## src/hw/rtl/gbl_pkg.sv

```systemverilog
// ----------------------------------------------------------------------------
// Gap buffer line editor package
// Field widths, operation and status codes, and the per-request control word.
// ----------------------------------------------------------------------------
`default_nettype none

package gbl_pkg;

  localparam int GBL_DEPTH = 1024;
  localparam int OP_W      = 3;
  localparam int CH_W      = 8;
  localparam int POS_W     = 10;
  localparam int CNT_OUT_W = 11;
  localparam int ST_W      = 2;

  typedef enum logic [OP_W-1:0] {
    OP_INSERT = 3'd0,
    OP_LEFT   = 3'd1,
    OP_RIGHT  = 3'd2,
    OP_DELETE = 3'd3,
    OP_READ   = 3'd4
  } op_t;

  typedef enum logic [ST_W-1:0] {
    ST_DONE     = 2'd0,
    ST_BOUNDARY = 2'd1,
    ST_FULL     = 2'd2,
    ST_RANGE    = 2'd3
  } status_t;

  typedef struct packed {
    logic                 wr_en;
    logic                 wr_from_mem;
    logic                 rd_to_out;
    status_t              status;
    logic [CNT_OUT_W-1:0] text_length;
    logic [CNT_OUT_W-1:0] cursor_pos;
    logic [CH_W-1:0]      ch;
  } gbl_step_t;

endpackage

`default_nettype wire

```

## src/hw/rtl/gbl_cursor.sv

```systemverilog
// ----------------------------------------------------------------------------
// Gap buffer cursor control
// Holds the left and right counts, decodes a request and produces the store
// read and write addresses and the control word for the result stage.
// ----------------------------------------------------------------------------
`default_nettype none

module gbl_cursor import gbl_pkg::*; #(
  parameter int DEPTH = GBL_DEPTH
) (
  input  logic                     clk,
  input  logic                     rst,
  input  logic                     step_en,
  input  logic [OP_W-1:0]          op,
  input  logic [CH_W-1:0]          ch_in,
  input  logic [POS_W-1:0]         position,
  output logic                     rd_en,
  output logic [$clog2(DEPTH)-1:0] rd_addr,
  output logic [$clog2(DEPTH)-1:0] wr_addr,
  output gbl_step_t                step
);

  localparam int AW = $clog2(DEPTH);
  localparam int CW = $clog2(DEPTH + 1);
  localparam int PW = (CW > POS_W) ? CW : POS_W;

  logic [CW-1:0] left_cnt;
  logic [CW-1:0] right_cnt;
  logic [CW-1:0] left_cnt_next;
  logic [CW-1:0] right_cnt_next;
  logic [CW-1:0] total;
  logic [CW-1:0] total_next;
  logic [CW-1:0] depth_c;
  logic [PW-1:0] pos_w;
  logic [PW-1:0] left_w;
  logic [PW-1:0] total_w;
  logic [PW-1:0] right_w;
  logic [PW-1:0] depth_w;

  assign total      = left_cnt + right_cnt;
  assign total_next = left_cnt_next + right_cnt_next;
  assign depth_c    = CW'(DEPTH);
  assign pos_w      = PW'(position);
  assign left_w     = PW'(left_cnt);
  assign right_w    = PW'(right_cnt);
  assign total_w    = PW'(total);
  assign depth_w    = PW'(DEPTH);

  always_comb begin
    left_cnt_next    = left_cnt;
    right_cnt_next   = right_cnt;
    rd_en            = 1'b0;
    rd_addr          = '0;
    wr_addr          = '0;
    step.wr_en       = 1'b0;
    step.wr_from_mem = 1'b0;
    step.rd_to_out   = 1'b0;
    step.status      = ST_DONE;
    step.ch          = ch_in;
    unique case (op_t'(op))
      OP_INSERT: begin
        if (total >= depth_c) begin
          step.status = ST_FULL;
        end else begin
          step.wr_en    = 1'b1;
          wr_addr       = AW'(left_cnt);
          left_cnt_next = left_cnt + 1'b1;
        end
      end
      OP_LEFT: begin
        if (left_cnt == '0) begin
          step.status = ST_BOUNDARY;
        end else begin
          rd_en            = 1'b1;
          rd_addr          = AW'(left_cnt - 1'b1);
          wr_addr          = AW'(depth_c - right_cnt - 1'b1);
          step.wr_en       = 1'b1;
          step.wr_from_mem = 1'b1;
          left_cnt_next    = left_cnt - 1'b1;
          right_cnt_next   = right_cnt + 1'b1;
        end
      end
      OP_RIGHT: begin
        if (right_cnt == '0) begin
          step.status = ST_BOUNDARY;
        end else begin
          rd_en            = 1'b1;
          rd_addr          = AW'(depth_c - right_cnt);
          wr_addr          = AW'(left_cnt);
          step.wr_en       = 1'b1;
          step.wr_from_mem = 1'b1;
          left_cnt_next    = left_cnt + 1'b1;
          right_cnt_next   = right_cnt - 1'b1;
        end
      end
      OP_DELETE: begin
        if (left_cnt == '0) begin
          step.status = ST_BOUNDARY;
        end else begin
          left_cnt_next = left_cnt - 1'b1;
        end
      end
      OP_READ: begin
        if (pos_w >= total_w) begin
          step.status = ST_RANGE;
        end else begin
          rd_en          = 1'b1;
          step.rd_to_out = 1'b1;
          if (pos_w < left_w) begin
            rd_addr = AW'(pos_w);
          end else begin
            rd_addr = AW'(depth_w - right_w + pos_w - left_w);
          end
        end
      end
      default: begin
        step.status = ST_BOUNDARY;
      end
    endcase
    step.text_length = CNT_OUT_W'(total_next);
    step.cursor_pos  = CNT_OUT_W'(left_cnt_next);
  end

  always_ff @(posedge clk) begin
    if (rst) begin
      left_cnt  <= '0;
      right_cnt <= '0;
    end else if (step_en) begin
      left_cnt  <= left_cnt_next;
      right_cnt <= right_cnt_next;
    end
  end

endmodule

`default_nettype wire

```

## config.mk

```make
export PLATFORM = sky130hd
export DESIGN_NAME = gbl_cursor
export DESIGN_NICKNAME = d
export VERILOG_FILES = /design/src/hw/rtl/gbl_pkg.sv /design/src/hw/rtl/gbl_cursor.sv
export SDC_FILE = /design/constraint.sdc
export NUM_CORES = 1
export LEC_CHECK = 0
export BUFFER_PORTS_ARGS = -buffer_cell sky130_fd_sc_hd__buf_4
export CORE_MARGIN = 2
export CORE_UTILIZATION = 60
export CTS_CLUSTER_DIAMETER = 200
export DETAILED_ROUTE_END_ITERATION = 12
export GPL_ROUTABILITY_DRIVEN = 0
export GPL_TIMING_DRIVEN = 1
export PLACE_DENSITY_LB_ADDON = 0.25
export SLEW_MARGIN = 20
export SYNTH_ARGS = -nofsm -noshare
export SYNTH_HDL_FRONTEND = slang
export SYNTH_SLANG_ARGS = --single-unit
```

## constraint.sdc

```tcl
create_clock -name clk -period 12 [get_ports clk]
set_input_delay 0.6 -clock clk [delete_from_list [all_inputs] [get_ports clk]]
set_output_delay 0.6 -clock clk [all_outputs]
set_load 0.01 [all_outputs]
```

Yosys cells after proc, flatten, opt, wreduce, memory -nomap -nowiden
Cells that the tools add are included.
Widths: inputs -> output; s select.
{ "word_totals": {"ff_bits": 22, "out_inout_bits": 56, "wordCells": 54} }
{ "classes": {"add_sub_neg": 10, "magnitude_cmp": 3, "eq_ne": 4, "n_mux": 31, "n_reduce_logical": 4} }
{ "ops": {"columns": ["cell", "n"], "rows": [
  ["$mux 10", 7],
  ["$pmux 10 s3", 2],
  ["$mux 11", 5],
  ["$pmux 11 s3", 1],
  ["$add 11x1->11 const B", 2],
  ["$add 11x11->11", 2],
  ["$logic_not 11->1", 2],
  ["$pmux 11 s2", 1],
  ["$sub 11x1->11 const B", 2],
  ["$ge 10x11->1", 1],
  ["$ge 11x11->1 const B", 1],
  ["$lt 10x11->1", 1],
  ["$add 10x10->10", 1],
  ["$sub 1x10->10 const A", 1],
  ["$sub 10x1->10 const B", 1],
  ["$sub 10x10->10", 1],
  ["$mux 2", 4],
  ["$pmux 2 s4", 1],
  ["$mux 1", 7],
  ["$eq 3x2->1 const B", 2],
  ["$pmux 1 s3", 2],
  ["$eq 3x1->1 const B", 1],
  ["$eq 3x3->1 const B", 1],
  ["$logic_not 3->1", 1],
  ["2 further kinds", 2]
]} }

Depth between registers and ports, before layout
{ "depth": {"depth_word": 6, "ltp_mapped": 22, "mapped_depth_nobuf": 22} }

Worst setup path before layout
No wires, ideal clock.
{ "synth_timing": {"path_type": "register to output", "from": "register right_cnt[0]", "to": "output step[29] (netlist bit)", "t_arrival_ps": 4754, "t_required_ps": 11400, "slack_ps": 6646, "stages_incl_launch_ff": 23, "cell_sequence": "dfxtp_1 > ha_1 > inv_1 > fa_1 > nor2b_4 > o2111a_2 > o21ai_2 > o21a_4 > xnor2_2 > ha_1 > mux2_2 > o211ai_1 > o21ai_0 > ha_1 > fa_1 > a21oi_1 > nor2_1 > nor2_1 > o21ai_0 > nor4_1 > o41ai_1 > xor2_1 > xnor2_1"} }
{ "synth_lines": {"columns": ["item", "line", "rtl"], "rows": [
  ["from (decl)", "gbl_cursor.sv:28", "logic [CW-1:0] right_cnt;"],
  ["from (signal assigned)", "gbl_cursor.sv:130", "right_cnt <= right_cnt_next;"],
  ["to (decl)", "gbl_cursor.sv:20", "output gbl_step_t step"]
]} }

==> run summary <==
status: completed
slowest cell on the critical path: dfxtp_1
Post-CTS Hold Buffers: 0
CTS Root Cell: clkbuf_8
slew margin rel.: 37.32%
startpoint types: flop
P_leak: 0.002288 uW
Top FF cell, synth: dfxtp_1
Pre-Repair DR Iteration Count: 7
vias in the first global route: 4,745
critical path class: reg -> out
Vias per Instance: 6.676
PnR worst setup slack: 5791 ps
crit path DAT: 5610 ps
Post-Syn Nets: 709
final instance area: 5156 sq um
antenna-violating nets left: 0
Clk Latency, worst-skew pair: 270 ps
register area share after synthesis: 9.322%
area grow syn2layout: 9.137%
global route overflow: 0
HP Class: reg -> reg
number of flops mapped to enable cells by yosys: 0
Critical Path RT: 11,400 ps
Post-CTS Setup Repair Bufs: 0
CP Cell Sequence: ha_1 -> inv_1 -> fa_1 -> nor2b_4 -> o2111a_2 -> o21ai_2 -> o21a_4 -> xnor2_2 -> ha_1 -> mux2_2 -> o211ai_1 -> o21ai_0 -> ha_1 -> fa_1 -> a21oi_1 -> nor2_1 -> nor2_1 -> o21ai_0 -> nor4_1 -> o41ai_1 -> xor2_1 -> xnor2_1 -> buf_4
dpl cell area: 5115 sq um
All-Layer GR Usage: 34.04%
Synth top cells by count: nand2_1, ha_1, nor2_1
Synth area leaders: ha_1, dfxtp_1, xnor2_1, nand2_1, fa_1
RSZ-0062 raised after global routing: no
Num CTS Buffers: 3
Post-Syn Area: 4725 sq um
Worst setup EP type: output pin
final max-slew violation count: 0
dpl hpwl: 11.57 mm
Layout Utilization: 67.07%
PwrDens: 117.4 nW/um^2
Setup WS pre-CTS: 6183 ps
# nets final: 738
largest area contributor in the netlist: ha_1
Max FO, Critical Path: 11
CTS H-tree lvls: 1
endpoints failing setup: 0
post-synth top area share: 15.89%
clk slew on worst S/H paths: 90 ps
Period minus WS final: 6209 ps
Initial DRC Count: 627
Antenna Cells: 0
Worst Skew: 2.755 ps
post-synth cell types: 80
Cells after Synth: 614
Yosys reg bits: 22
CTS Buffer Depth: 2
most frequent cell on the critical path: ha_1
total die area: 8600 sq um
share of layout cells above drive strength 1: 15.44%
antenna violations before repair: 0
global-route wire length before repair: 23.54 mm
critical path buffer and inverter count: 2
I/O Buffers: 63
fmax: 161.0 MHz
crit-path max cell delay: 590 ps
count leader, synth: nand2_1
Max Cap Violations: 0
syn avg cell area: 7.695 sq um
Worst Max-Slew Pin Slew: 933.5 ps
worst hold slack: 601.0 ps
vias after detailed routing: 4,960
yosys warns: 0
cts repair resizes: 0
Top Ports: 80
largest net degree at the start of global routing: 26
drt wl/cell: 19.75 um
setup tns final: 0 ps
Die W: 92.74 um
VDD IR max: 0.06152 mV
core area: 7687 sq um
Total Routed Length: 14.67 mm
Remaining DRCs: 0
Sink Count: 22
CTS tree: done
die height: 92.74 um
Async SR Flop Fraction: 0%
fin crit share: 51.75%
final hold viol count: 0
cell class contributing the biggest share of worst-path delay: adder cells
initial core utilization: 61.46%
row cnt: 32
==> cells in the final DEF (no fill, tap or decap), types with 4 or more instances in the layout <==
| cell | Yosys | layout |
|---|---|---|
| a211oi_1 | 7 | 7 |
| a21o_1 | 14 | 14 |
| a21oi_1 | 38 | 38 |
| a31oi_1 | 4 | 4 |
| and3_1 | 6 | 6 |
| buf_4 | 9 | 65 |
| dfxtp_1 | 22 | 22 |
| fa_1 | 11 | 11 |
| ha_1 | 60 | 60 |
| inv_1 | 26 | 26 |
| mux2i_1 | 12 | 12 |
| nand2_1 | 63 | 63 |
| nand2b_1 | 5 | 5 |
| nand3_1 | 19 | 19 |
| nor2_1 | 50 | 50 |
| nor3_1 | 16 | 16 |
| nor4_1 | 5 | 5 |
| o211a_1 | 6 | 6 |
| o211ai_1 | 7 | 7 |
| o21a_1 | 10 | 10 |
| o21ai_0 | 20 | 20 |
| o21ai_1 | 12 | 12 |
| o21bai_1 | 4 | 4 |
| o221ai_1 | 8 | 8 |
| o22ai_1 | 15 | 15 |
| xnor2_1 | 41 | 41 |
| xor2_1 | 20 | 20 |
==> cells by family (layout without fill, tap and decap cells) <==
family | Yosys count | in the layout | synth area share [%]
and+or+nand+nor | 195 | 195 | 21.21
DFF | 22 | 22 | 9.322
AOI/OAI and AO/OA | 176 | 176 | 25.98
xor gates and xnor gates | 62 | 62 | 11.65
adders and majority gates | 71 | 71 | 20.55
muxes | 17 | 17 | 3.972
buffers and inverters | 71 | 98 | 7.309
==> power breakdown <==
| group | total (uW) | internal (uW) | leakage, uW | switching [uW] |
|---|---|---|---|---|
| clock network | 50.5 | 22.6 | 0.0000216 | 28.0 |
| logic | 462 | 203 | 0.00209 | 259 |
| registers | 93.1 | 78.0 | 0.000180 | 15.1 |
==> layout make-up <==
cell class	instances	area, sq um
multi-input combinational	521	3939
clock buffer	3	41.29
tap	102	127.6
timing repair buffer	65	488.0
fill	688	2531
inverter	30	120.1
sequential	22	440.4
==> flip-flops by register name (all words and copies together) (netlist names) <==
signal / flops
right_cnt: 11
left_cnt: 11
==> final timing paths <==
kind	slack (ps)	endpoint	cells past startpoint	from
max	5790	step[29]	23	left_cnt[0]$_SDFFE_PP0P_
min	600	left_cnt[9]$_SDFFE_PP0P_	2	left_cnt[9]$_SDFFE_PP0P_
max reg2reg	8320	left_cnt[6]$_SDFFE_PP0P_	11	left_cnt[0]$_SDFFE_PP0P_
min reg2reg	600	left_cnt[9]$_SDFFE_PP0P_	2	left_cnt[9]$_SDFFE_PP0P_
==> metal layers <==
metal  part of all wire (%)  GRT usage [%]  vias to the layer above
met5                      0              0                        -
met4                    3.6          13.97                        0
met3                    9.0          2.522                       60
met2                     47          58.33                      323
met1                     40          44.26                     2291
li1                       -              -                     2286
==> tightest hold or removal path: cells and delay by family, from the launching register on <==
kind,cells,cell delay (ps)
AOI/OAI and AO/OA,1,50
DFF,1,410
and+or+nand+nor,1,100
==> through the flow <==
step           total power, uW  cells
6_report                 605.5    743
5_1_grt                  652.6    743
4_1_cts                  596.5    743
3_5_place_dp             545.4    740
3_3_place_gp             531.4    740
2_1_floorplan            420.7    614
No activity file was read; power rests on OpenSTA's default activity.
